`src/rtl/core/pli_pkg.sv`:
```
package pli_pkg;

   localparam int DataWidth = 32;
   localparam int EntryIndexWidth = 8;
   localparam int PointCountWidth = 9;
   localparam int StatusWidth = 2;
   localparam int MaxPointsDefault = 256;

   // fraction of the span in 16 fraction bits, one extra bit for the full span
   localparam int FracBits = 16;
   localparam int FracWidth = FracBits + 1;
   localparam int ProdWidth = FracWidth + 1 + DataWidth + 1;

   typedef enum logic [0:0] {
      OP_LOAD = 1'b0,
      OP_EVAL = 1'b1
   } op_type;

   typedef enum logic [StatusWidth-1:0] {
      STATUS_INTERP = 2'd0,
      STATUS_BELOW  = 2'd1,
      STATUS_ABOVE  = 2'd2,
      STATUS_EMPTY  = 2'd3
   } status_type;

   typedef enum logic [3:0] {
      S_IDLE,
      S_FIRST,
      S_LAST,
      S_SEARCH,
      S_LOWER,
      S_UPPER,
      S_DIV,
      S_MUL,
      S_ADD,
      S_FIN
   } state_type;

endpackage

```
`src/rtl/core/pli_frac_div.sv`:
```
module pli_frac_div (
   input  logic                           clock,
   input  logic                           reset,
   input  logic                           start,
   input  logic [pli_pkg::DataWidth-1:0]  dividend,
   input  logic [pli_pkg::DataWidth-1:0]  divisor,
   output logic                           done,
   output logic [pli_pkg::FracBits-1:0]   quotient
);
   import pli_pkg::*;

   // restoring division, one quotient bit a cycle; dividend is below divisor
   localparam int StepWidth = $clog2(FracBits);
   localparam logic [StepWidth-1:0] LastStep = StepWidth'(FracBits - 1);

   logic                  busy_ff, busy_in;
   logic                  done_ff, done_in;
   logic [StepWidth-1:0]  step_ff, step_in;
   logic [DataWidth-1:0]  rem_ff, div_ff;
   logic [FracBits-1:0]   quot_ff;

   logic [DataWidth:0]    rem_shift;
   logic                  fits;
   logic [DataWidth-1:0]  rem_next;

   always_comb begin
      rem_shift = {rem_ff, 1'b0};
      fits      = rem_shift >= {1'b0, div_ff};
      rem_next  = fits ? DataWidth'(rem_shift - {1'b0, div_ff}) : rem_shift[DataWidth-1:0];
   end

   always_comb begin
      busy_in = busy_ff;
      step_in = step_ff;
      done_in = 1'b0;
      if (start) begin
         busy_in = 1'b1;
         step_in = '0;
      end else if (busy_ff) begin
         step_in = step_ff + 1'b1;
         if (step_ff == LastStep) begin
            busy_in = 1'b0;
            done_in = 1'b1;
         end
      end
   end

   always_ff @(posedge clock) begin
      if (reset) begin
         busy_ff <= 1'b0;
         done_ff <= 1'b0;
         step_ff <= '0;
      end else begin
         busy_ff <= busy_in;
         done_ff <= done_in;
         step_ff <= step_in;
      end
   end

   always_ff @(posedge clock) begin
      if (start) begin
         rem_ff <= dividend;
         div_ff <= divisor;
      end else if (busy_ff) begin
         rem_ff  <= rem_next;
         quot_ff <= {quot_ff[FracBits-2:0], fits};
      end
   end

   assign done     = done_ff;
   assign quotient = quot_ff;

endmodule

```
`config.mk`:
```
export PLATFORM = sky130hd
export DESIGN_NAME = pli_frac_div
export DESIGN_NICKNAME = d
export VERILOG_FILES = /design/src/rtl/core/pli_pkg.sv /design/src/rtl/core/pli_frac_div.sv
export SDC_FILE = /design/constraint.sdc
export NUM_CORES = 1
export LEC_CHECK = 0
export BUFFER_PORTS_ARGS = -buffer_cell sky130_fd_sc_hd__buf_2
export CAP_MARGIN = 20
export CORE_MARGIN = 2
export CORE_UTILIZATION = 60
export DETAILED_ROUTE_END_ITERATION = 10
export HOLD_SLACK_MARGIN = 0.06
export PLACE_DENSITY = 0.84
export SLEW_MARGIN = 20
export SYNTH_ARGS = -nofsm -noshare
export SYNTH_HDL_FRONTEND = slang
export SYNTH_SLANG_ARGS = --single-unit
```
`constraint.sdc`:
```
create_clock -name clock -period 8.7 [get_ports clock]
set_input_delay 0 -clock clock [delete_from_list [all_inputs] [get_ports clock]]
set_output_delay 0 -clock clock [all_outputs]
set_load 0.03 [all_outputs]
```
==> run summary, run 1 <==
status - finished clean
Via density - 5.75
Worst EP arrival - 3.42 ns
final hold violations - 0
setup TNS - 0 ns
RSZ-0062 raised after global routing - false
vias in the first global route - 4352
drt drc - 0
Worst-path clk slew - 0.09 ns
Hold WS - 0.334 ns
actual slew at the worst max-slew pin - 0.998 ns
Die Height - 97.8 µm
most frequent cells in the layout - buf_2 (83), edfxtp_1 (80), a21oi_1 (74), dlygate4sd3_1 (65), nand2_1 (44)
largest cells by area after synthesis - edfxtp_1 (45%), ha_1 (7.8%), a21oi_1 (7.0%)
Post-Place Cell Area - 5730 µm²
Avg Cell Area, Syn - 10.1 µm²
Critical Path RT - 8.82 ns
row cnt - 34
Post-synth EDFFs - 80
Detail Route Antenna Nets - 0
CTS tree - built
post-synth cell types - 63
Skew-Pair Late Insertion Delay - 0.36 ns
Initial DRC Count - 273
first-pass GRT wire length - 19800 µm
TritonCTS Buffers - 9
antenna cell count - 0
LEAKAGE - 2.77 nW
Worst slew margin - 33.5%
Top FF cell, synth - edfxtp_1
Multi-input gate area - 2490 µm²
DR top layer - met4
Layout Nets - 761
Cell Area, Synth - 5280 µm²
Synth Net Count - 623
I/O Pins - 84
Initial Util - 61.1%
post-synth top area cell - edfxtp_1
sequential area share after synthesis - 47.8%
post-synth top area share - 45.5%
met3 WL - 572 µm
Mapped Cells - 522
clock skew - 0.0111 ns
initial antenna violation count - 0
worst setup path category - reg2reg
Power Dens Cells - 218 nW/µm²
via count - 4442
worst hold-check path type - in2reg
Ys Warns - 0
H-tree levels - 3
placer congestion estimate - 0.874
cts repair resizes - 0
Filler Cells Inserted - 587
Max Freq - 0.303 GHz
layout cells sized above 1 - 16.4%
die width - 97.8 µm
maximum vdd drop - 0.119 mV
DR WL/cell - 15.4 µm
most common cell after layout, fill and taps aside - buf_2
total congestion overflow - 0
asr flop ratio synth - 0%
clk root buf - clkbuf_8
Layout area overhead - 24.1%
final instance area - 6560 µm²
clock sinks - 86
Final setup viols - 0
crit end category - register
clock period minus worst slack - 3.30 ns
met2 routed WL - 6040 µm
largest net degree at the start of global routing - 103
Setup crit start kind - register
clk buf depth - 2
DP HPWL - 7730 µm
Pins Over Slew Limit - 0
Metal-1 WL - 5110 µm
maxcap violations - 0
CORE AREA - 8640 µm²
FF+latch area - 2520 µm²
Final period util - 37.9%
Total GRT Usage - 25.6%
Crit Path Max Fanout - 34
synthesis-stage register bit count - 86
final wirelength - 11900 µm
router iterations before antenna repair - 5
die area - 9570 µm²
Port Buffers - 83
## synth_stat cells (all sizes together) (3+ instances only)
cell type / n
edfxtp: 80
a21oi: 74
nand2: 44
inv: 37
ha: 33
nor2b: 31
nor2: 22
o21ai: 22
clkbuf: 15
xnor2: 15
a21o: 13
nor3: 10
buf: 9
xor2: 9
nand4: 8
o21a: 8
mux2i: 7
nand2b: 7
dfxtp: 6
nand3: 6
a31oi: 5
and2: 4
o211ai: 4
a2111oi: 3
a211oi: 3
nand3b: 3
o31ai: 3
or2: 3
or3: 3
## path summary, 6_finish.rpt
kind,from,to,slack [ns],cells after the start
min reg2reg,quotient[9],quotient[10],0.45,0
max,rem_ff[5],rem_ff[4],5.40,10
min,reset,busy_ff,0.33,3
max reg2reg,rem_ff[5],rem_ff[4],5.40,10
## state kept, by name (all words and copies together) (netlist names)
name and cells:
div_ff 32, step_ff 4, quotient 16, done 1
busy_ff 1, rem_ff 32
## stage by stage
stage | power [mW] | utilization, % | instances | setup slack [ns]
finish | 1.43 | 75.9 | 773 | 5.40
global route | 1.53 | 75.9 | 773 | 5.20
CTS | 1.42 | 75.9 | 773 | 5.43
detailed placement | 1.14 | 66.3 | 692 | 5.44
global placement | 1.12 | 66.3 | 692 | 5.55
floorplan | 1.03 | - | 522 | 5.93
## where the power goes
group	internal, mW	total, mW	switching [mW]
Clock	0.113	0.257	0.144
Sequential	0.523	0.553	0.0292
Combinational	0.268	0.620	0.352
Total	0.904	1.43	0.526
## critical path, cell delays in order (launching register included)
cell	delay, ns
edfxtp_1	0.42
ha_1	0.40
a2111o_1	0.43
o21ai_0	0.37
a211oi_2	0.14
o21a_1	0.20
o21ai_1	0.12
and2_1	0.16
buf_4	0.37
a2111oi_0	0.12
a211o_1	0.31
## kinds of logic (layout without fill, tap and decap cells)
family,Yosys count,after routing,synth area share [%]
flip-flops,86,86,47.8
AO/OA/AOI/OAI,158,158,18.7
multiplexers,9,9,1.75
AND/OR/NAND/NOR,150,150,14.6
buffers and inverters,61,204,5.00
XOR/XNOR,24,24,3.98
adder cells (fa/ha/maj),34,34,8.20
## what timing repair did
item | CTS | global route
hold buffers | 65 | 0
setup buffers | 0 | 0
endpoints found under the hold margin | 70 | 0
## cell type report
type	count	area share [%]
Clock buffer	12	2.21
Tap cell	108	2.06
Clock inverter	4	0.477
Inverter	37	2.12
Multi-Input combinational cell	375	38.0
Sequential cell	86	38.5
Timing Repair Buffer	151	16.6
## layer usage
metal	vias to the layer above	GRT usage [%]
met2	148	45.1
met4	0	8.33
met5	-	0
met1	2085	31.9
met3	21	4.72
li1	2188	-
(Power assumes the default switching activity.)
==> run 2, diff against run 1 <==
- CORE_UTILIZATION: 60 -> 57
- PLACE_DENSITY: 0.84 -> 0.8
- clock period: 8.7 -> 3.2 ns (I/O delays scaled with it)
==> run summary, run 2 (synthesis results as in run 1) <==
TritonCTS Buffers - 9
Initial Util - 58.0%
Filler Cells Inserted - 665
Max Freq - 0.331 GHz
maximum vdd drop - 0.391 mV
worst path cell trace - ha_1, nor2b_1, o31a_1, o211ai_1, a31o_2, nand4_1, nand2_1, nor4bb_1, o31ai_1, a21oi_1
Final setup viols - 0
setup TNS - 0 ns
clk root buf - clkbuf_8
maxcap violations - 0
die width - 100 µm
I/O Pins - 84
RSZ-0062 raised after global routing - false
Crit-path slowest cell - edfxtp_1
antenna cell count - 0
Worst slew margin - 45.2%
Skew-Pair Late Insertion Delay - 0.36 ns
Via density - 5.63
worst setup path category - reg2reg
drt drc - 0
H-tree levels - 3
clock skew - 0.0103 ns
total congestion overflow - 0
Post-Place Cell Area - 5780 µm²
crit path capture - rem_ff[30]
R2R depth - 10
Detail Route Antenna Nets - 0
actual slew at the worst max-slew pin - 0.822 ns
status - finished clean
Port Buffers - 83
most frequent cells in the layout - buf_2 (83), edfxtp_1 (80), a21oi_1 (74), dlygate4sd3_1 (65), nand2_1 (44)
final hold violations - 0
final instance area - 6670 µm²
crit end category - register
row cnt - 35
Final period util - 94.3%
Total GRT Usage - 24.8%
Post-CTS Repair Setup Buffers - 0
Die Height - 100 µm
DR WL/cell - 15.5 µm
Crit. Startpoint - rem_ff[1]
clk buf depth - 2
Critical Path RT - 3.42 ns
CTS tree - built
Crit Path Max Fanout - 5
most common cell after layout, fill and taps aside - buf_2
R2R setup slack - 0.18 ns
via count - 4409
first-pass GRT wire length - 20000 µm
Layout area overhead - 26.4%
Initial DRC Count - 210
Hold WS - 0.131 ns
Worst EP arrival - 3.24 ns
Worst-path clk slew - 0.09 ns
CORE AREA - 9110 µm²
layout cells sized above 1 - 17.7%
router iterations before antenna repair - 5
HP Start - start
clock sinks - 86
Total Power - 4.10 mW
placer congestion estimate - 0.898
initial antenna violation count - 0
r2r startpoint - rem_ff[1]
clock period minus worst slack - 3.02 ns
post-layout util - 73.3%
Setup crit start kind - register
worst hold-check path type - in2reg
Power Dens Cells - 614 nW/µm²
LEAKAGE - 2.83 nW
final wirelength - 12100 µm
largest net degree at the start of global routing - 52
die area - 10000 µm²
Pins Over Slew Limit - 0
vias in the first global route - 4428
CP max stage delay - 0.41 ns
Layout Nets - 768
reg2reg end - rem_ff[30]
DP HPWL - 8110 µm
-- run 2: layout make-up --
cell class                      instances  area [µm²]  share of cell area (%)
Timing Repair Buffer                  158        1140                    17.2
Inverter                               37         141                    2.12
Tap cell                              111         139                    2.08
Multi-Input combinational cell        375        2510                    37.6
Clock buffer                           11         131                    1.97
Clock inverter                          5        83.8                    1.26
Sequential cell                        86        2520                    37.8
-- run 2: per-stage QoR --
stage	instances	setup slack (ns)
floorplan	522	0.426
global placement	702	0.206
detailed placement	702	0.122
CTS	783	0.0998
global route	783	0.00252
finish	783	0.182
-- run 2: worst max-delay path, delay by kind of cell, from the launching register on --
family	cells	cell delay, ns
DFF	1	0.41
AOI/OAI and AO/OA	5	1.16
and+or+nand+nor	4	0.89
adders and majority gates	1	0.39
-- run 2: timing repair --
item | in CTS | in global routing
setup endpoints to repair | 0 | 16
hold endpoints to repair | 70 | 0
hold buffers | 65 | 0
resized for setup | 0 | 7
-- run 2: power by group --
group	switching (mW)	internal, mW
Clock	0.401	0.443
Combinational	0.980	0.770
Sequential	0.0824	1.42
Total	1.46	2.64
-- run 2: per-layer routing --
layer	part of all wire, %	global-route usage, %	wire length [µm]
met5	0	0	0
met4	1.5	7.90	188
met3	4.2	3.90	508
met2	50	42.9	6060
met1	44	32.0	5380
-- run 2: worst min-delay path by stage --
stage,cells past startpoint,end,slack (ns)
after floorplan,1,busy_ff,0.07
after global placement,2,busy_ff,0.17
after detailed placement,2,busy_ff,0.17
after CTS,1,div_ff[28],0.13
after global routing,1,div_ff[28],0.16
final,1,div_ff[28],0.13
==> run 3, diff against run 2 <==
- PLACE_DENSITY: 0.8 -> 0.88
- SLEW_MARGIN: 20 -> default
==> run summary, run 3 (synthesis results as in run 1) <==
Port Buffers - 83
Initial Util - 58.0%
actual slew at the worst max-slew pin - 0.823 ns
Final setup viols - 0
largest net degree at the start of global routing - 57
clock sinks - 86
first-pass GRT wire length - 19900 µm
most common cell after layout, fill and taps aside - buf_2
die area - 10000 µm²
Critical Path RT - 3.41 ns
CORE AREA - 9110 µm²
H-tree levels - 3
layout cells sized above 1 - 17.1%
via count - 4527
Skew-Pair Late Insertion Delay - 0.36 ns
DR WL/cell - 15.9 µm
Via density - 5.79
most frequent cells in the layout - buf_2 (82), edfxtp_1 (80), a21oi_1 (74), dlygate4sd3_1 (65), nand2_1 (44)
status - finished clean
total congestion overflow - 0
router iterations before antenna repair - 5
Worst EP arrival - 3.24 ns
DP HPWL - 8120 µm
clock period minus worst slack - 3.03 ns
HP Start - start
Worst slew margin - 45.1%
FF+latch area - 2520 µm²
maxcap violations - 0
r2r startpoint - rem_ff[17]
Crit. Startpoint - rem_ff[17]
placer congestion estimate - 0.912
worst hold-check path type - in2reg
row cnt - 35
Detail Route Antenna Nets - 0
initial antenna violation count - 0
Die Height - 100 µm
Crit Path Max Fanout - 13
antenna cell count - 0
Layout area overhead - 25.7%
crit end category - register
Power Dens Cells - 606 nW/µm²
I/O Pins - 84
vias in the first global route - 4366
CTS tree - built
clock skew - 0.0123 ns
Setup crit start kind - register
Filler Cells Inserted - 658
RSZ-0062 raised after global routing - false
Max Freq - 0.330 GHz
Post-CTS Repair Setup Buffers - 0
Total GRT Usage - 24.9%
Layout Nets - 767
Worst-path clk slew - 0.09 ns
Final period util - 94.7%
setup TNS - 0 ns
TritonCTS Buffers - 9
LEAKAGE - 2.83 nW
final hold violations - 0
die width - 100 µm
Pins Over Slew Limit - 0
Total Power - 4.02 mW
final wirelength - 12500 µm
worst setup path category - reg2reg
Multi-input gate area - 2500 µm²
drt drc - 0
clk root buf - clkbuf_8
Initial DRC Count - 278
clk buf depth - 2
maximum vdd drop - 0.260 mV
==> run 3: metal layers <==
| metal | share of wire [%] | wire length (µm) | vias up | GRT usage, % |
|---|---|---|---|---|
| met3 | 5.4 | 669 | 34 | 5.01 |
| li1 | - | - | 2197 | - |
| met2 | 50 | 6280 | 188 | 43.8 |
| met1 | 42 | 5270 | 2108 | 31.4 |
| met4 | 1.9 | 240 | 0 | 6.32 |
| met5 | 0 | 0 | - | 0 |
==> run 3: final cells by class <==
| cell class | instances | share of cell area (%) |
|---|---|---|
| timing repair buffer | 157 | 17.2 |
| inverter | 37 | 2.13 |
| sequential | 86 | 38.0 |
| multi-input combinational | 375 | 37.6 |
| clock inverter | 2 | 0.207 |
| tap | 111 | 2.09 |
| clock buffer | 14 | 2.79 |
==> run 3: final timing paths <==
path / endpoint / cells after the start / slack (ns)
setup / recovery: rem_ff[30] / 12 / 0.17
hold / removal: div_ff[4] / 1 / 0.11
setup reg to reg: rem_ff[30] / 12 / 0.17
hold reg to reg: quotient[5] / 0 / 0.46
==> run 3: where the power goes <==
part | internal [mW] | switching, mW | total, mW
Combinational | 0.764 | 0.985 | 1.75
Clock | 0.379 | 0.390 | 0.769
Sequential | 1.42 | 0.0827 | 1.51
==> run 3: metrics by stage <==
step                hold WS [ns]  cells  cell area (µm²)  worst slack, ns  util [%]
floorplan                 0.0724    522             5280            0.426         -
global placement           0.169    700             5770            0.260      63.4
detailed placement         0.173    701             5780            0.150      63.4
CTS                        0.116    782             6630            0.121      72.8
global route               0.122    782             6640         0.000522      72.9
finish                     0.114    782             6640            0.171      72.9
==> run 3: timing repair <==
action                     CTS  global route
hold buffers                65             0
hold endpoints to repair    70             0
setup endpoints to repair    0            16
gates resized for setup      0             6
==> run 3: worst max-delay path: stages (launching register included) <==
cell and delay (ns):
edfxtp_1 0.40, ha_1 0.37, a21o_1 0.22, a21o_1 0.21, a2111oi_2 0.35, o22ai_1 0.15
o21a_1 0.23, o21ai_1 0.14, and2_4 0.18, buf_6 0.16, buf_4 0.19, a21oi_1 0.09
a21oi_1 0.18
